$ cat config.mk
export PLATFORM = sky130hd
export DESIGN_NAME = gmt_ram
export DESIGN_NICKNAME = d
export VERILOG_FILES = /design/src/rtl/gmt_ram.sv
export SDC_FILE = /design/constraint.sdc
export NUM_CORES = 1
export LEC_CHECK = 0
export BUFFER_PORTS_ARGS = -buffer_cell sky130_fd_sc_hd__buf_4
export CAP_MARGIN = 20
export CORE_MARGIN = 5
export CORE_UTILIZATION = 60
export DETAILED_ROUTE_END_ITERATION = 10
export GPL_TIMING_DRIVEN = 0
export PLACE_DENSITY = 0.76
export SYNTH_ARGS = -nofsm -noshare
export SYNTH_HDL_FRONTEND = slang
export SYNTH_SLANG_ARGS = --single-unit
$ cat constraint.sdc
create_clock -name clock -period 2.4 [get_ports clock]
set_clock_uncertainty 0.15 [all_clocks]
set_input_delay 0.12 -clock clock [delete_from_list [all_inputs] [get_ports clock]]
set_output_delay 0.12 -clock clock [all_outputs]
set_load 0.05 [all_outputs]
$ cat src/rtl/gmt_ram.sv
module gmt_ram #(
   parameter int WIDTH = 8,
   parameter int DEPTH = 16,
   localparam int AW = (DEPTH > 1) ? $clog2(DEPTH) : 1
) (
   input  logic             clock,
   input  logic             we,
   input  logic [AW-1:0]    waddr,
   input  logic [WIDTH-1:0] wdata,
   input  logic             re,
   input  logic [AW-1:0]    raddr,
   output logic [WIDTH-1:0] rdata
);

   logic [WIDTH-1:0] ram_ff [DEPTH];
   logic [WIDTH-1:0] rdata_ff;

   always_ff @(posedge clock) begin
      if (we) begin
         ram_ff[waddr] <= wdata;
      end
      // read data holds until the next read
      if (re) begin
         rdata_ff <= ram_ff[raddr];
      end
   end

   assign rdata = rdata_ff;

endmodule

# Word level (Yosys, flattened, before mapping)
# Memories as Yosys holds them, arrays and structs flattened. A register that Yosys moved wholly into a read port is not among the register bits.
# Cells that the tools add are included.
# word_totals
mem_count,1
input_bits,19
output_inout_bits,8
ram_bits,128
register_bits,0
word_cells,3
# op_classes
mux,2
# memory_table
memory,depth,width,rd,rd_clocked_by_memory_dff,write_ports,line,source
ram_ff,16,8,1,1,1,15,logic [WIDTH-1:0] ram_ff [DEPTH];
# ops
cell,n
$mux 1,2

# Longest topological paths before layout
# logic_depth
ltp_word,2
depth_mapped,5
ltp_nobuf,3

# Least setup slack after synthesis
# OpenSTA, ideal clock, no wires.
# synth_timing
kind,input -> register
startpoint,input waddr[2]
endpoint,memory ram_ff[0][0] (enable)
arrival_time_ns,1.230
setup_time_ns,0.383
n_path_buf,0
t_required_ns,1.867
path_stages,2
path_slack_ns,0.637
path_cell_list,or3b_2 nor3_1
# synth_lines
item,line,source
from (decl),8,"input logic [AW-1:0] waddr,"
to (decl),15,
# No word-level cell before the write port.

# Final worst setup path
# layout_timing
startpoint,input waddr[1]
endpoint,memory ram_ff[0][2] (enable)
# No word-level cell before the write port.

==> flow_summary.toml <==
[run_status]
status = "finished, final reports clean"

[grt]
grt_use_total_pct = 22.5
overflow = 0
grt_pass1_wl_um = 16300
grt_pass1_vias = 2695
grt_antenna_before_repair = 0
grt_max_degree = 17

[critical_path]
reg2reg_depth = 3
rrSetupSlack_ns = 0.70
cpMaxStageDelayCell = "dlygate4sd3_1"
crit_end = "ram_ff[0][2]"
path_class = "in2reg"
path_max_fanout = 7
cp_common_cell = "dlygate4sd3_1"
crit_arrival_ns = 1.82
r2r_start = "ram_ff[10][5]"
max_stage_delay_ns = 0.68
r2r_end = "rdata[5]"
worst_setup_path_end_kind = "register"
startpoint = "waddr[1]"
critical_path.startpoint_type = "primary input"
worstPathCellList = "dlygate4sd3_1, buf_4, nor3_1, dlygate4sd3_1"
cp.required_ns = 2.47

[clock_network]
ctsHoldBuffers = 12
postCtsSetupRepairBufs = 0
cts_buffers = 17
worst_skew_pair.late_latency_ns = 0.51
cts.sinks = 136
cts_max_level = 4
max-clock-path-buffers = 2
clk_pin_slew_worst_paths_ns = 0.06
cts_tree = "yes"
clockRootBuffer = "clkbuf_8"
cts_resized = 0

[final_layout]
layout-area-overhead-vs-synth_pct = 19.5
n_antenna_cell = 0
nets = 308
layout.cells.non_filler = 410
utilization_pct = 72.7
finalInstanceArea_um2 = 6250
drive_gt1_share_pct = 28.5
final_common_cell = "edfxtp_1"
most-common-layout-cells = "edfxtp_1 (136), buf_4 (28), mux4_2 (18)"

[drt]
avgViaCountPerCell = 6.23
first_iter_violations = 289
ant_nets = 0
num_vias = 2554
first_pass_iters = 4
wl_um = 10700
drc = 0
wl_per_cell_um = 26.1

[power]
cellPowerDensity_nw_per_um2 = 865
cellLeakagePower_nw = 2.10
peakVddDrop_v = 0.000537
total_power_mw = 5.40

[sta]
slew_viol_final = 0
finalHoldViolCount = 0
fin_setup_tns_ns = 0
period_share_pct = 73.2
fmax_mhz = 569
slew_headroom_pct = 43.7
max_slew.worst_pin.slew_ns = 0.838
whs_ns = 0.0353
final.min_clock_period_ns = 1.76
final-setup-viol-count = 0
rsz0062_at_grt = "false"
setup_ws_ns = 0.644

[flow_run]
maxCapViolations = 0

[die]
rows = 34
die_area_um2 = 10700
core_region_area_um2 = 8590
ioPinCount = 27
die_y_um = 103
start_util_pct = 60.8
dieWidth_um = 103

[placement]
io_buffer_count = 25
gp_congestion = 0.700
dp_cells = 366
place_area_um2 = 5580
hpwl_um = 6350
dpl_worst_slack_ns = 0.443

[logic_synthesis]
syn_inst = 229
avgSynthCellArea_um2 = 22.8
synth_seq_area_share_pct = 78.1
ys_types = 18
syn-cell-area_um2 = 5230
ys_ff_latch = 136
synth_nets = 248
ys.warnings.count = 0

[min_path]
hold_class = "in2reg"
cell usage after synthesis, drive strengths merged:
| library cell | instances | area, um^2 |
|---|---|---|
| nand3b | 2 | 15.0 |
| nor2b | 1 | 6.26 |
| and2 | 1 | 6.26 |
| nand2 | 9 | 33.8 |
| nand3 | 1 | 5.00 |
| clkdlybuf4s25 | 3 | 30.0 |
| mux4 | 32 | 773 |
| nand2b | 2 | 12.5 |
| buf | 7 | 56.3 |
| and2b | 1 | 7.51 |
| or3b | 1 | 8.76 |
| edfxtp | 136 | 4080 |
| a22oi | 16 | 120 |
| nor2 | 13 | 48.8 |
| nor3 | 4 | 20.0 |
area by class of cell:
type	instances	area, um^2
clock buffer	17	414
multi-input combinational	83	1060
timing repair buffer	41	333
tap	108	135
buffer	10	86.3
sequential	136	4080
fill	496	2350
clock inverter	15	136
worst max-delay path, delay by kind of cell:
kind | cells | cell delay (ns)
buffers and inverters | 3 | 1.38
AND/OR/NAND/NOR | 1 | 0.33
metal layers:
| layer | vias up | part of all wire, % | GRT usage (%) |
|---|---|---|---|
| met1 | 1287 | 38 | 31.0 |
| met5 | - | 0 | 0 |
| met2 | 142 | 51 | 34.4 |
| met4 | 0 | 1.9 | 10.2 |
| met3 | 19 | 9.3 | 5.97 |
| li1 | 1106 | - | - |
registers in the layout, summed over array words and instances (netlist names):
register and flops:
rdata 8, ram_ff 128
kinds of logic (layout without fill, tap and decap cells):
group	after synthesis	count (layout)	share of synthesized area, %
buffers and inverters	10	83	1.65
AO/OA/AOI/OAI	16	16	2.30
AND/OR/NAND/NOR	35	35	3.14
flip-flops	136	136	78.1
multiplexers	32	32	14.8
power by group:
group / switching (mW) / internal (mW)
clock: 0.933 / 1.45
sequential: 0.0144 / 2.68
combinational: 0.191 / 0.131
total: 1.14 / 4.26
worst min path at each step:
stage,depth (start not counted),to,slack [ns],start
after floorplan,0,ram_ff[0][0],0.07,wdata[0]
after global placement,1,rdata[4],0.25,re
after detailed placement,1,rdata[3],0.27,re
after CTS,4,rdata[0],0.03,raddr[1]
after global routing,3,ram_ff[12][7],0.05,waddr[2]
final,4,rdata[0],0.04,raddr[1]
Note: power is estimated with default switching activity, not from simulation.
