`src/rtl/gmt_pkg.sv`:
```
package gmt_pkg;

   localparam int MEMBER_W = 8;
   localparam int GROUP_W = 4;
   localparam int SLOT_W = 4;
   localparam int MODE_W = 3;
   localparam int MAX_RESULTS = 16;
   localparam int CNT_W = $clog2(MAX_RESULTS);

   typedef enum logic [MODE_W-1:0] {
      MODE_ADD           = 3'd0,
      MODE_REMOVE        = 3'd1,
      MODE_LOOKUP_MEMBER = 3'd2,
      MODE_LOOKUP_SLOT   = 3'd3,
      MODE_LIST          = 3'd4
   } gmt_mode_type;

   typedef enum logic [3:0] {
      ST_CLEAR,
      ST_IDLE,
      ST_FETCH,
      ST_DECODE,
      ST_RM_OCC,
      ST_RM_RD,
      ST_RM_MV,
      ST_RM_RN,
      ST_LS_OCC,
      ST_LS_RD,
      ST_LS_EM,
      ST_EMIT
   } gmt_state_type;

   typedef struct packed {
      logic                found;
      logic [GROUP_W-1:0]  out_group;
      logic [SLOT_W-1:0]   out_slot;
      logic [MEMBER_W-1:0] out_member;
      logic                last;
   } gmt_rsp_type;

   localparam gmt_rsp_type RSP_MISS = '{
      found: 1'b0, out_group: '0, out_slot: '0, out_member: '0, last: 1'b1
   };

endpackage

```
`src/rtl/gmt_if.sv`:
```
interface gmt_req_if import gmt_pkg::*; ();
   logic                valid;
   logic                ready;
   logic [MODE_W-1:0]   mode;
   logic [MEMBER_W-1:0] member_id;
   logic [GROUP_W-1:0]  group_id;
   logic [SLOT_W-1:0]   slot;

   modport source (output valid, output mode, output member_id, output group_id,
                   output slot, input ready);
   modport sink (input valid, input mode, input member_id, input group_id,
                 input slot, output ready);
endinterface

interface gmt_rsp_if import gmt_pkg::*; ();
   logic                valid;
   logic                ready;
   logic                found;
   logic [GROUP_W-1:0]  out_group;
   logic [SLOT_W-1:0]   out_slot;
   logic [MEMBER_W-1:0] out_member;
   logic                last;

   modport source (output valid, output found, output out_group, output out_slot,
                   output out_member, output last, input ready);
   modport sink (input valid, input found, input out_group, input out_slot,
                 input out_member, input last, output ready);
endinterface

```
`src/rtl/gmt_ctrl.sv`:
```
module gmt_ctrl import gmt_pkg::*; #(
   parameter int NUM_MEMBERS = 256,
   parameter int NUM_GROUPS = 16,
   parameter int GROUP_SLOTS = 16,
   localparam int MW = $clog2(NUM_MEMBERS),
   localparam int GW = (NUM_GROUPS > 1) ? $clog2(NUM_GROUPS) : 1,
   localparam int SW = $clog2(GROUP_SLOTS),
   localparam int SAW = $clog2(NUM_GROUPS * GROUP_SLOTS),
   localparam int MWORD = 1 + GW + SW
) (
   input  logic                   clock,
   input  logic                   reset,
   gmt_req_if.sink                req,
   gmt_rsp_if.source              rsp,
   output logic                   mm_we,
   output logic [MW-1:0]          mm_waddr,
   output logic [MWORD-1:0]       mm_wdata,
   output logic                   mm_re,
   output logic [MW-1:0]          mm_raddr,
   input  logic [MWORD-1:0]       mm_rdata,
   output logic                   sm_we,
   output logic [SAW-1:0]         sm_waddr,
   output logic [MEMBER_W-1:0]    sm_wdata,
   output logic                   sm_re,
   output logic [SAW-1:0]         sm_raddr,
   input  logic [MEMBER_W-1:0]    sm_rdata,
   output logic                   om_we,
   output logic [GW-1:0]          om_waddr,
   output logic [GROUP_SLOTS-1:0] om_wdata,
   output logic                   om_re,
   output logic [GW-1:0]          om_raddr,
   input  logic [GROUP_SLOTS-1:0] om_rdata
);

   localparam int CLR_N = (NUM_MEMBERS > NUM_GROUPS) ? NUM_MEMBERS : NUM_GROUPS;
   localparam int CW = $clog2(CLR_N);

   gmt_state_type          state_ff, state_in;
   logic [MODE_W-1:0]      mode_ff, mode_in;
   logic [MEMBER_W-1:0]    mem_ff, mem_in;
   logic [GROUP_W-1:0]     grp_ff, grp_in;
   logic [SLOT_W-1:0]      slt_ff, slt_in;
   logic [GW-1:0]          wgrp_ff, wgrp_in;
   logic [SW-1:0]          pos_ff, pos_in;
   logic [SW-1:0]          idx_ff, idx_in;
   logic [SW-1:0]          top_ff, top_in;
   logic [CNT_W-1:0]       cnt_ff, cnt_in;
   logic [GROUP_SLOTS-1:0] occ_ff, occ_in;
   logic [MEMBER_W-1:0]    x_ff, x_in;
   gmt_rsp_type            res_ff, res_in;
   gmt_rsp_type            out_ff, out_in;
   logic                   out_valid_ff, out_valid_in;
   logic [CW-1:0]          clr_ff, clr_in;

   logic                   m_ok, g_ok, s_ok, out_free, last_hit;
   logic [MW-1:0]          m_idx;
   logic [GW-1:0]          g_idx;
   logic [SW-1:0]          s_idx, idx_nx, top_calc;
   logic                   mrd_valid;
   logic [GW-1:0]          mrd_grp;
   logic [SW-1:0]          mrd_slot;
   logic [GROUP_SLOTS-1:0] occ_down, occ_shift;

   function automatic logic [SAW-1:0] slot_addr(input logic [GW-1:0] g,
                                                input logic [SW-1:0] s);
      return SAW'(g) * SAW'(GROUP_SLOTS) + SAW'(s);
   endfunction

   assign m_ok = 32'(mem_ff) < 32'(NUM_MEMBERS);
   assign g_ok = 32'(grp_ff) < 32'(NUM_GROUPS);
   assign s_ok = 32'(slt_ff) < 32'(GROUP_SLOTS);
   assign m_idx = MW'(mem_ff);
   assign g_idx = GW'(grp_ff);
   assign s_idx = SW'(slt_ff);
   assign idx_nx = SW'(idx_ff + 1'b1);
   assign out_free = !out_valid_ff || rsp.ready;
   assign last_hit = (idx_ff == top_ff) || (cnt_ff == CNT_W'(MAX_RESULTS - 1));

   assign mrd_valid = mm_rdata[MWORD-1];
   assign mrd_grp = mm_rdata[SW +: GW];
   assign mrd_slot = mm_rdata[SW-1:0];

   // highest occupied slot of the word just read
   always_comb begin
      top_calc = '0;
      for (int j = 0; j < GROUP_SLOTS; j++) begin
         if (om_rdata[j]) begin
            top_calc = SW'(j);
         end
      end
   end

   // occupancy after a remove: slots pos..top-1 take the bit above, top is freed
   assign occ_down = om_rdata >> 1;
   always_comb begin
      occ_shift = om_rdata;
      for (int j = 0; j < GROUP_SLOTS; j++) begin
         if (j == int'(top_calc)) begin
            occ_shift[j] = 1'b0;
         end else if (j >= int'(pos_ff) && j < int'(top_calc)) begin
            occ_shift[j] = occ_down[j];
         end
      end
   end

   always_comb begin
      state_in = state_ff;
      mode_in = mode_ff;
      mem_in = mem_ff;
      grp_in = grp_ff;
      slt_in = slt_ff;
      wgrp_in = wgrp_ff;
      pos_in = pos_ff;
      idx_in = idx_ff;
      top_in = top_ff;
      cnt_in = cnt_ff;
      occ_in = occ_ff;
      x_in = x_ff;
      res_in = res_ff;
      out_in = out_ff;
      out_valid_in = out_valid_ff && !rsp.ready;
      clr_in = clr_ff;
      req.ready = 1'b0;
      mm_we = 1'b0;
      mm_waddr = '0;
      mm_wdata = '0;
      mm_re = 1'b0;
      mm_raddr = '0;
      sm_we = 1'b0;
      sm_waddr = '0;
      sm_wdata = '0;
      sm_re = 1'b0;
      sm_raddr = '0;
      om_we = 1'b0;
      om_waddr = '0;
      om_wdata = '0;
      om_re = 1'b0;
      om_raddr = '0;

      case (state_ff)
         ST_CLEAR: begin
            mm_we = 32'(clr_ff) < 32'(NUM_MEMBERS);
            mm_waddr = MW'(clr_ff);
            om_we = 32'(clr_ff) < 32'(NUM_GROUPS);
            om_waddr = GW'(clr_ff);
            clr_in = CW'(clr_ff + 1'b1);
            if (clr_ff == CW'(CLR_N - 1)) begin
               state_in = ST_IDLE;
            end
         end
         ST_IDLE: begin
            req.ready = 1'b1;
            if (req.valid) begin
               mode_in = req.mode;
               mem_in = req.member_id;
               grp_in = req.group_id;
               slt_in = req.slot;
               case (req.mode)
                  MODE_ADD, MODE_REMOVE, MODE_LOOKUP_MEMBER, MODE_LOOKUP_SLOT,
                  MODE_LIST: state_in = ST_FETCH;
                  default: state_in = ST_IDLE;
               endcase
            end
         end
         ST_FETCH: begin
            case (mode_ff)
               MODE_ADD: begin
                  if (m_ok && g_ok && s_ok) begin
                     om_re = 1'b1;
                     om_raddr = g_idx;
                     state_in = ST_DECODE;
                  end else begin
                     state_in = ST_IDLE;
                  end
               end
               MODE_REMOVE, MODE_LOOKUP_MEMBER, MODE_LIST: begin
                  if (m_ok) begin
                     mm_re = 1'b1;
                     mm_raddr = m_idx;
                     state_in = ST_DECODE;
                  end else if (mode_ff == MODE_REMOVE) begin
                     state_in = ST_IDLE;
                  end else begin
                     res_in = RSP_MISS;
                     state_in = ST_EMIT;
                  end
               end
               MODE_LOOKUP_SLOT: begin
                  if (g_ok && s_ok) begin
                     om_re = 1'b1;
                     om_raddr = g_idx;
                     sm_re = 1'b1;
                     sm_raddr = slot_addr(g_idx, s_idx);
                     state_in = ST_DECODE;
                  end else begin
                     res_in = '{found: 1'b0, out_group: grp_ff, out_slot: slt_ff,
                                out_member: '0, last: 1'b1};
                     state_in = ST_EMIT;
                  end
               end
               default: state_in = ST_IDLE;
            endcase
         end
         ST_DECODE: begin
            case (mode_ff)
               MODE_ADD: begin
                  sm_we = 1'b1;
                  sm_waddr = slot_addr(g_idx, s_idx);
                  sm_wdata = mem_ff;
                  mm_we = 1'b1;
                  mm_waddr = m_idx;
                  mm_wdata = {1'b1, g_idx, s_idx};
                  om_we = 1'b1;
                  om_waddr = g_idx;
                  om_wdata = om_rdata | (GROUP_SLOTS'(1) << s_idx);
                  state_in = ST_IDLE;
               end
               MODE_REMOVE: begin
                  if (mrd_valid) begin
                     mm_we = 1'b1;
                     mm_waddr = m_idx;
                     mm_wdata = '0;
                     wgrp_in = mrd_grp;
                     pos_in = mrd_slot;
                     om_re = 1'b1;
                     om_raddr = mrd_grp;
                     state_in = ST_RM_OCC;
                  end else begin
                     state_in = ST_IDLE;
                  end
               end
               MODE_LOOKUP_MEMBER: begin
                  if (mrd_valid) begin
                     res_in = '{found: 1'b1, out_group: GROUP_W'(mrd_grp),
                                out_slot: SLOT_W'(mrd_slot), out_member: mem_ff,
                                last: 1'b1};
                  end else begin
                     res_in = RSP_MISS;
                  end
                  state_in = ST_EMIT;
               end
               MODE_LOOKUP_SLOT: begin
                  res_in = '{found: om_rdata[s_idx], out_group: grp_ff,
                             out_slot: slt_ff,
                             out_member: om_rdata[s_idx] ? sm_rdata : '0,
                             last: 1'b1};
                  state_in = ST_EMIT;
               end
               MODE_LIST: begin
                  if (mrd_valid) begin
                     wgrp_in = mrd_grp;
                     om_re = 1'b1;
                     om_raddr = mrd_grp;
                     state_in = ST_LS_OCC;
                  end else begin
                     res_in = RSP_MISS;
                     state_in = ST_EMIT;
                  end
               end
               default: state_in = ST_IDLE;
            endcase
         end
         ST_RM_OCC: begin
            occ_in = om_rdata;
            top_in = top_calc;
            idx_in = pos_ff;
            if (om_rdata == '0) begin
               state_in = ST_IDLE;
            end else begin
               om_we = 1'b1;
               om_waddr = wgrp_ff;
               om_wdata = occ_shift;
               state_in = (pos_ff < top_calc) ? ST_RM_RD : ST_IDLE;
            end
         end
         ST_RM_RD: begin
            sm_re = 1'b1;
            sm_raddr = slot_addr(wgrp_ff, idx_nx);
            state_in = ST_RM_MV;
         end
         ST_RM_MV: begin
            sm_we = 1'b1;
            sm_waddr = slot_addr(wgrp_ff, idx_ff);
            sm_wdata = sm_rdata;
            x_in = sm_rdata;
            if (occ_ff[idx_nx] && 32'(sm_rdata) < 32'(NUM_MEMBERS)) begin
               mm_re = 1'b1;
               mm_raddr = MW'(sm_rdata);
               state_in = ST_RM_RN;
            end else begin
               idx_in = idx_nx;
               state_in = (idx_nx < top_ff) ? ST_RM_RD : ST_IDLE;
            end
         end
         ST_RM_RN: begin
            // renumber only members that still belong to this group
            if (mrd_valid && mrd_grp == wgrp_ff) begin
               mm_we = 1'b1;
               mm_waddr = MW'(x_ff);
               mm_wdata = {1'b1, mrd_grp, idx_ff};
            end
            idx_in = idx_nx;
            state_in = (idx_nx < top_ff) ? ST_RM_RD : ST_IDLE;
         end
         ST_LS_OCC: begin
            occ_in = om_rdata;
            top_in = top_calc;
            idx_in = '0;
            cnt_in = '0;
            if (om_rdata == '0) begin
               res_in = RSP_MISS;
               state_in = ST_EMIT;
            end else begin
               state_in = ST_LS_RD;
            end
         end
         ST_LS_RD: begin
            if (!occ_ff[idx_ff]) begin
               idx_in = idx_nx;
            end else if (out_free) begin
               sm_re = 1'b1;
               sm_raddr = slot_addr(wgrp_ff, idx_ff);
               state_in = ST_LS_EM;
            end
         end
         ST_LS_EM: begin
            out_in = '{found: 1'b1, out_group: GROUP_W'(wgrp_ff),
                       out_slot: SLOT_W'(idx_ff), out_member: sm_rdata,
                       last: last_hit};
            out_valid_in = 1'b1;
            if (last_hit) begin
               state_in = ST_IDLE;
            end else begin
               idx_in = idx_nx;
               cnt_in = CNT_W'(cnt_ff + 1'b1);
               state_in = ST_LS_RD;
            end
         end
         ST_EMIT: begin
            if (out_free) begin
               out_in = res_ff;
               out_valid_in = 1'b1;
               state_in = ST_IDLE;
            end
         end
         default: state_in = ST_IDLE;
      endcase
   end

   always_ff @(posedge clock) begin
      if (reset) begin
         state_ff <= ST_CLEAR;
         out_valid_ff <= 1'b0;
         clr_ff <= '0;
      end else begin
         state_ff <= state_in;
         out_valid_ff <= out_valid_in;
         clr_ff <= clr_in;
      end
   end

   always_ff @(posedge clock) begin
      mode_ff <= mode_in;
      mem_ff <= mem_in;
      grp_ff <= grp_in;
      slt_ff <= slt_in;
      wgrp_ff <= wgrp_in;
      pos_ff <= pos_in;
      idx_ff <= idx_in;
      top_ff <= top_in;
      cnt_ff <= cnt_in;
      occ_ff <= occ_in;
      x_ff <= x_in;
      res_ff <= res_in;
      out_ff <= out_in;
   end

   assign rsp.valid = out_valid_ff;
   assign rsp.found = out_ff.found;
   assign rsp.out_group = out_ff.out_group;
   assign rsp.out_slot = out_ff.out_slot;
   assign rsp.out_member = out_ff.out_member;
   assign rsp.last = out_ff.last;

endmodule

```
`src/flat_wrapper.sv`:
```
// flat-port wrapper written by rule: the top's interface ports become plain ports
module gmt_ctrl_flat import gmt_pkg::*;
#(
   parameter int NUM_MEMBERS = 256,
   parameter int NUM_GROUPS = 16,
   parameter int GROUP_SLOTS = 16,
   localparam int MW = $clog2(NUM_MEMBERS),
   localparam int GW = (NUM_GROUPS > 1) ? $clog2(NUM_GROUPS) : 1,
   localparam int SW = $clog2(GROUP_SLOTS),
   localparam int SAW = $clog2(NUM_GROUPS * GROUP_SLOTS),
   localparam int MWORD = 1 + GW + SW
)
  (clock, reset, mm_we, mm_waddr, mm_wdata, mm_re, mm_raddr, mm_rdata, sm_we, sm_waddr, sm_wdata, sm_re, sm_raddr, sm_rdata, om_we, om_waddr, om_wdata, om_re, om_raddr, om_rdata, req_valid, req_mode, req_member_id, req_group_id, req_slot, req_ready, rsp_valid, rsp_found, rsp_out_group, rsp_out_slot, rsp_out_member, rsp_last, rsp_ready);
  gmt_req_if req_i ();
  gmt_rsp_if rsp_i ();
  input  logic clock;
  input  logic reset;
  output logic mm_we;
  output logic [MW-1:0] mm_waddr;
  output logic [MWORD-1:0] mm_wdata;
  output logic mm_re;
  output logic [MW-1:0] mm_raddr;
  input  logic [MWORD-1:0] mm_rdata;
  output logic sm_we;
  output logic [SAW-1:0] sm_waddr;
  output logic [MEMBER_W-1:0] sm_wdata;
  output logic sm_re;
  output logic [SAW-1:0] sm_raddr;
  input  logic [MEMBER_W-1:0] sm_rdata;
  output logic om_we;
  output logic [GW-1:0] om_waddr;
  output logic [GROUP_SLOTS-1:0] om_wdata;
  output logic om_re;
  output logic [GW-1:0] om_raddr;
  input  logic [GROUP_SLOTS-1:0] om_rdata;
  input wire logic [$bits(req_i.valid)-1:0] req_valid;
  input wire logic [$bits(req_i.mode)-1:0] req_mode;
  input wire logic [$bits(req_i.member_id)-1:0] req_member_id;
  input wire logic [$bits(req_i.group_id)-1:0] req_group_id;
  input wire logic [$bits(req_i.slot)-1:0] req_slot;
  output wire logic [$bits(req_i.ready)-1:0] req_ready;
  output wire logic [$bits(rsp_i.valid)-1:0] rsp_valid;
  output wire logic [$bits(rsp_i.found)-1:0] rsp_found;
  output wire logic [$bits(rsp_i.out_group)-1:0] rsp_out_group;
  output wire logic [$bits(rsp_i.out_slot)-1:0] rsp_out_slot;
  output wire logic [$bits(rsp_i.out_member)-1:0] rsp_out_member;
  output wire logic [$bits(rsp_i.last)-1:0] rsp_last;
  input wire logic [$bits(rsp_i.ready)-1:0] rsp_ready;
  assign req_i.valid = req_valid;
  assign req_i.mode = req_mode;
  assign req_i.member_id = req_member_id;
  assign req_i.group_id = req_group_id;
  assign req_i.slot = req_slot;
  assign req_ready = req_i.ready;
  assign rsp_valid = rsp_i.valid;
  assign rsp_found = rsp_i.found;
  assign rsp_out_group = rsp_i.out_group;
  assign rsp_out_slot = rsp_i.out_slot;
  assign rsp_out_member = rsp_i.out_member;
  assign rsp_last = rsp_i.last;
  assign rsp_i.ready = rsp_ready;
  gmt_ctrl #(.NUM_MEMBERS(NUM_MEMBERS), .NUM_GROUPS(NUM_GROUPS), .GROUP_SLOTS(GROUP_SLOTS)) u_core (.clock(clock), .reset(reset), .req(req_i), .rsp(rsp_i), .mm_we(mm_we), .mm_waddr(mm_waddr), .mm_wdata(mm_wdata), .mm_re(mm_re), .mm_raddr(mm_raddr), .mm_rdata(mm_rdata), .sm_we(sm_we), .sm_waddr(sm_waddr), .sm_wdata(sm_wdata), .sm_re(sm_re), .sm_raddr(sm_raddr), .sm_rdata(sm_rdata), .om_we(om_we), .om_waddr(om_waddr), .om_wdata(om_wdata), .om_re(om_re), .om_raddr(om_raddr), .om_rdata(om_rdata));
endmodule
```
`config.mk`:
```
export PLATFORM = sky130hd
export DESIGN_NAME = gmt_ctrl_flat
export DESIGN_NICKNAME = d
export VERILOG_FILES = /design/src/rtl/gmt_pkg.sv /design/src/rtl/gmt_if.sv /design/src/rtl/gmt_ctrl.sv /design/src/flat_wrapper.sv
export SDC_FILE = /design/constraint.sdc
export NUM_CORES = 1
export LEC_CHECK = 0
export BUFFER_PORTS_ARGS = -buffer_cell sky130_fd_sc_hd__buf_2
export CAP_MARGIN = 5
export CORE_ASPECT_RATIO = 0.6
export CORE_UTILIZATION = 50
export CTS_CLUSTER_SIZE = 12
export DETAILED_ROUTE_END_ITERATION = 7
export PLACE_DENSITY = 0.8
export SLEW_MARGIN = 20
export SYNTH_ARGS = -nofsm -noshare
export SYNTH_HDL_FRONTEND = slang
export SYNTH_SLANG_ARGS = --single-unit
```
`constraint.sdc`:
```
create_clock -name clock -period 4.93 [get_ports clock]
set_input_delay 0.7395 -clock clock [delete_from_list [all_inputs] [get_ports clock]]
set_output_delay 0.7395 -clock clock [all_outputs]
set_load 0.02 [all_outputs]
```
# Word-level counts from Yosys, hierarchy flattened

Index checks and enable logic that the tools add are counted.

Register bits after elaboration: 112
Input port bits: 56
Output and inout port bits: 99
Word-level logic and storage cells: 294

$add $sub $neg: 6
$lt $le $gt $ge: 36
Equal/unequal tests: 49
Shift-type cells: 1
Muxes and demuxes: 132
Bitwise operators: 1
Reduce and logical (&&, ||, !) cells: 45

Operators by type and width:

| kind               | number |
|---|---|
| $mux 4             | 31 |
| $mux 8             | 10 |
| $mux 18            | 4 |
| $pmux 18 s2        | 2 |
| $pmux 8 s2         | 4 |
| $pmux 18 s3        | 1 |
| $mux 1             | 48 |
| $pmux 4 s12        | 1 |
| $pmux 8 s3         | 2 |
| $eq 4x4->1 const A | 8 |
| $mux 16            | 2 |
| $pmux 16 s2        | 1 |
| $ge 4x4->1 const A | 7 |
| $lt 4x4->1 const A | 7 |
| $add 8x4->8        | 3 |
| $pmux 4 s3         | 2 |
| $pmux 4 s6         | 1 |
| $eq 4x4->1 const B | 5 |
| $mux 9             | 2 |
| $pmux 9 s2         | 1 |
| $logic_and 1x1->1  | 17 |
| $eq 3x4->1 const A | 4 |
| $eq 4x3->1 const B | 4 |
| $ge 3x4->1 const A | 4 |
| other kinds (45)   | 99 |

# Logic depth before layout (Yosys ltp)

Depth after elaboration: 21
Gate-level depth with buffers: 9

# Least setup slack after synthesis

Ideal clock, no wire load.

Kind: input-to-output
Start: input om_rdata[9]
End: output om_wdata[0]
Data arrival time: 2,644 ps
Path slack: 1,546 ps
Cell stages on the path: 8
Cells stage by stage: buf_2 or2_2 a211oi_1 a211o_1 clkinv_1 nand2_1 nor2_1 o32ai_1

Longest elaborated chain between the ends: 13
Elaborated cells between the ends (all ways): 15
Classes of those cells: order compare (1); mux (11); reduce/logical (3)

RTL lines:

| element                 | line               | text |
|---|---|---|
| start, declared         | flat_wrapper.sv:35 | `input logic [GROUP_SLOTS-1:0] om_rdata;` |
| $mux 4 (*) (7 in a row) | gmt_ctrl.sv:87     | `if (om_rdata[j]) begin` |
| via u_core.top_calc[1]  | gmt_ctrl.sv:58     | `logic [SW-1:0] s_idx, idx_nx, top_calc;` |
| $lt 1x4->1              | gmt_ctrl.sv:100    | `end else if (j >= int'(pos_ff) && j < int'(top_calc)) begin` |
| $logic_and 1x1->1       | gmt_ctrl.sv:100    |  |
| $mux 1                  | gmt_ctrl.sv:100    |  |
| $mux 1 (*)              | gmt_ctrl.sv:98     | `if (j == int'(top_calc)) begin` |
| $mux 16 (*)             | gmt_ctrl.sv:267    | `if (om_rdata == '0) begin` |
| $pmux 16 s2 (*)         | gmt_ctrl.sv:140    | `case (state_ff)` |
| end, declared           | flat_wrapper.sv:32 | `output logic [GROUP_SLOTS-1:0] om_wdata;` |

Mark *: on every way through the listed nets, which the timed path passes. The rest lies on a longest branch.

# Worst setup path after layout

Start: register u_core.idx_ff[1]
End: output mm_re

Longest elaborated chain between the ends: 5

RTL lines:

| element                      | line               | text |
|---|---|---|
| start, declared              | gmt_ctrl.sv:45     | `logic [SW-1:0] idx_ff, idx_in;` |
| start signal, assigned       | gmt_ctrl.sv:369    | `idx_ff <= idx_in;` |
| $add 4x1->4                  | gmt_ctrl.sv:75     | `assign idx_nx = SW'(idx_ff + 1'b1);` |
| $bmux 1 s4                   | gmt_ctrl.sv:286    | `if (occ_ff[idx_nx] && 32'(sm_rdata) < 32'(NUM_MEMBERS)) begin` |
| $mux 1 (not written as such) | gmt_ctrl.sv:286    |  |
| $mux 1                       | gmt_ctrl.sv:286    |  |
| $pmux 1 s2                   | gmt_ctrl.sv:140    |  |
| end, declared                | flat_wrapper.sv:21 | `output logic mm_re;` |

No other way between the ends. The select of a mux whose other input is x is not followed.

==> results.cfg <==
[routing]
wl_per_cell_microns = 25.2
viasPerCell = 6.91
vias = 6432
drtIter0Drc = 1124
drc = 14
detail_route.first_pass.iterations = 8
routed_wl_microns = 23400
ant_nets = 0

[status]
violations = design-rule violations
status = finished, violations left

[worst_hold_path]
worst_hold_path_type = reg -> reg
hold_start = u_core.res_ff[17]
hold_end = u_core.rsp.found
hold_depth = 1

[place]
post-place-cells = 915
place_congestion = 0.959
portBuffers = 154
dpl_cell_area_sq_um = 7770
hpwl_microns = 17200

[synthesis]
yosysWarningCount = 0
synth_xor_area_share_pct = 2.27
avgSynthCellArea_sq_um = 10.9
ys.flop_type = edfxtp_1
synth_top_family_by_area = compound AO/OA/AOI/OAI gates
synth_nets = 702
synth_area_leaders = edfxtp_1 (42%), a22o_1 (6.3%), mux4_2 (3.9%), dfxtp_1 (3.8%), mux2_2 (2.9%)
synthesis.area_sq_um = 6940
yosys.area.top_type = edfxtp_1
netlist.area_leader.share_pct = 42.4
synth_adder_area_share_pct = 1.80
synth_cell_type_count = 70
synth_edf_count = 98
synth-compound-area-share_pct = 21.3
ys_ff_latch = 111
ys_seq_area_share_pct = 46.2
synthCells = 636
async_reset_ff_share_pct = 0
synth_simple_gate_area_share_pct = 13.7
synth_mux_area_share_pct = 9.89

[pwr]
design_power_total_mw = 1.86
p_per_area_nw_per_um2 = 230
irDropWorstVdd_v = 0.000214
leakagePower_nw = 3.32

[die]
initial_core_util_pct = 52.7
io_pins = 155
die_h_microns = 93.2
rows = 32
core_area_sq_um = 13200
die_x_microns = 154
die_area_sq_um = 14400

[setup_path]
setup.worst_path.end_class = primary output
critPathMaxFanout = 15
r2r_start = u_core.idx_ff[1]
crit_type = reg -> out
crit-reg2reg-capture = u_core.idx_ff[2]
start_kind = register
crit_arrival_ps = 3580
cp.required_ps = 4190
rrSetupSlack_ps = 1270
r2r_cells = 5

[clock_network]
cts.clk_slew.worst_paths_ps = 80
cts_sinks = 111
cts_buffers = 9
postCtsSetupRepairBufs = 0
htreeDepth = 3
hold_buffers = 0
cts_tree = built
clockRootBuffer = clkbuf_16
clock_latency_ps = 360
cts_resized = 0
clock_path_buffers = 2

[global_routing]
grt.total_usage_pct = 32.9
grt_pass1_vias = 5923
antenna_found_initial = 0
grt_max_degree = 30
grt-ovfl-total = 0
grt_pass1_wl_microns = 34900

[finish]
nets = 822
area_growth_pct = 16.2
fin_area_sq_um = 8060
final_core_util_pct = 61.2
finalNonFillerCells = 931
drive_above_1_share_pct = 30.2
antenna_cells = 0

[timing]
fmax_mhz = 231
finalCriticalPeriod_ps = 4320
finalSetupTns_ps = 0
finalHoldViolations = 0
relSlewSlack_pct = 23.3
skew_ps = 6.47
setup_viol = 0
worst_slew_pin_slew_ps = 1120
finalCritPeriodShare_pct = 87.7
rsz0062_at_grt = false
drv_slew = 0

[flow_run]
maxCapViolations = 0
## power by group
part           internal [mW]  switching [mW]  total [mW]  leakage [nW]
clock                  0.352           0.360       0.712         0.136
combinational         0.0445          0.0788       0.123          2.18
sequential              1.02         0.00387        1.02          1.00
total                   1.41           0.443        1.86          3.32
## registers in the layout (all words and copies together), names as in the netlist, 3 cells and up
register	cells
u_core.g_idx	4
u_core.occ_ff	16
u_core.state_ff	4
u_core.s_idx	4
u_core.clr_ff	8
u_core.idx_ff	4
u_core.res_ff	17
u_core.cnt_ff	4
u_core.mode_ff	3
u_core.m_idx	8
u_core.wgrp_ff	4
u_core.rsp.out_member	8
u_core.rsp.out_group	4
u_core.top_ff	4
u_core.x_ff	8
u_core.rsp.out_slot	4
u_core.pos_ff	4
## layout by cell type (no fill, tap or decap), types with 4 or more instances in the layout
cell         n
and3_1       6
a222oi_1    15
mux2_2      18
a211oi_1     9
edfxtp_1    98
nor2_1      48
a22oi_1     10
a21oi_1     23
nand3_1     14
mux4_2      12
xor2_1      10
a31oi_1     14
o32ai_1      8
inv_1       25
xnor2_1      8
a22o_1      50
o31ai_1      4
clkbuf_16    9
mux2i_1     16
nand2_1     19
nor4_1      13
dfxtp_1     13
buf_4       10
or2_2        7
a221o_1      4
o22ai_1      4
nor2b_1     11
buf_2      154
or3_1        5
o21ai_0     20
ha_1        10
and2_1       6
nand2b_1    11
nor3_1      12
## metrics by stage
stage | setup slack (ps) | hold WS [ps]
after floorplan | 1550 | 479
after global placement | 1070 | 510
after detailed placement | 1030 | 514
after CTS | 640 | 532
after global routing | 488 | 546
final | 607 | 530
## how the worst max path moves through the flow
stage / start / to / depth (start not counted) / slack [ps]
3_3_place_gp: u_core.idx_ff[1] / mm_re / 6 / 1070
6_report: u_core.idx_ff[1] / mm_re / 6 / 610
4_1_cts: u_core.idx_ff[1] / mm_re / 6 / 640
5_1_grt: u_core.idx_ff[1] / mm_re / 6 / 490
2_1_floorplan: om_rdata[9] / om_wdata[0] / 8 / 1550
3_5_place_dp: u_core.idx_ff[1] / mm_re / 6 / 1030
## Yosys cell counts (3+ instances only)
| cell type | n |
|---|---|
| edfxtp_1 | 98 |
| a22o_1 | 50 |
| nor2_1 | 48 |
| clkbuf_1 | 36 |
| inv_1 | 25 |
| a21oi_1 | 24 |
| o21ai_0 | 20 |
| nand2_1 | 19 |
| mux2_2 | 18 |
| mux2i_1 | 16 |
| a222oi_1 | 15 |
| a31oi_1 | 14 |
| nand3_1 | 14 |
| nor3_1 | 14 |
| dfxtp_1 | 13 |
| nor4_1 | 13 |
| buf_2 | 12 |
| mux4_2 | 12 |
| nand2b_1 | 11 |
| nor2b_1 | 11 |
| a22oi_1 | 10 |
| ha_1 | 10 |
| xor2_1 | 10 |
| a211oi_1 | 9 |
| o32ai_1 | 8 |
| xnor2_1 | 8 |
| or2_2 | 7 |
| and2_1 | 6 |
| and3_1 | 6 |
| or3_1 | 5 |
| a221o_1 | 4 |
| buf_1 | 4 |
| o22ai_1 | 4 |
| o31ai_1 | 4 |
| a21o_1 | 3 |
| o21a_1 | 3 |
| o311ai_0 | 3 |
| o41ai_1 | 3 |
| or2_1 | 3 |
| or4_1 | 3 |
## worst max-delay path, cell delays in order (launching register included)
cell and delay (ps):
edfxtp_1 680, ha_1 690, mux4_2 570, mux4_2 480, and2_1 360, or2_1 290
buf_2 150
## routing by layer
| layer | GRT usage [%] | vias to the layer above | share of wire, % |
|---|---|---|---|
| li1 | - | 2762 | - |
| met1 | 48.5 | 3071 | 42 |
| met2 | 44.3 | 544 | 39 |
| met3 | 11.5 | 55 | 16 |
| met4 | 10.6 | 0 | 2.6 |
| met5 | 0 | - | 0 |
## cell families after synthesis
group           count (synthesis)
compound gates                194
buf+inv                        81
fa+ha+maj                      10
xor+xnor                       18
flops                         111
mux                            48
simple gates                  174
## area by class of cell
cell class,instances,area [sq um]
flip-flops and latches,111,3200
repair buffers,164,846
multi-input cells,444,3420
fillers,1053,5110
inverters,26,97.6
well taps,170,213
clock buffers,10,229
clock inverters,6,55.1
Note: power is estimated with default switching activity, not from simulation.
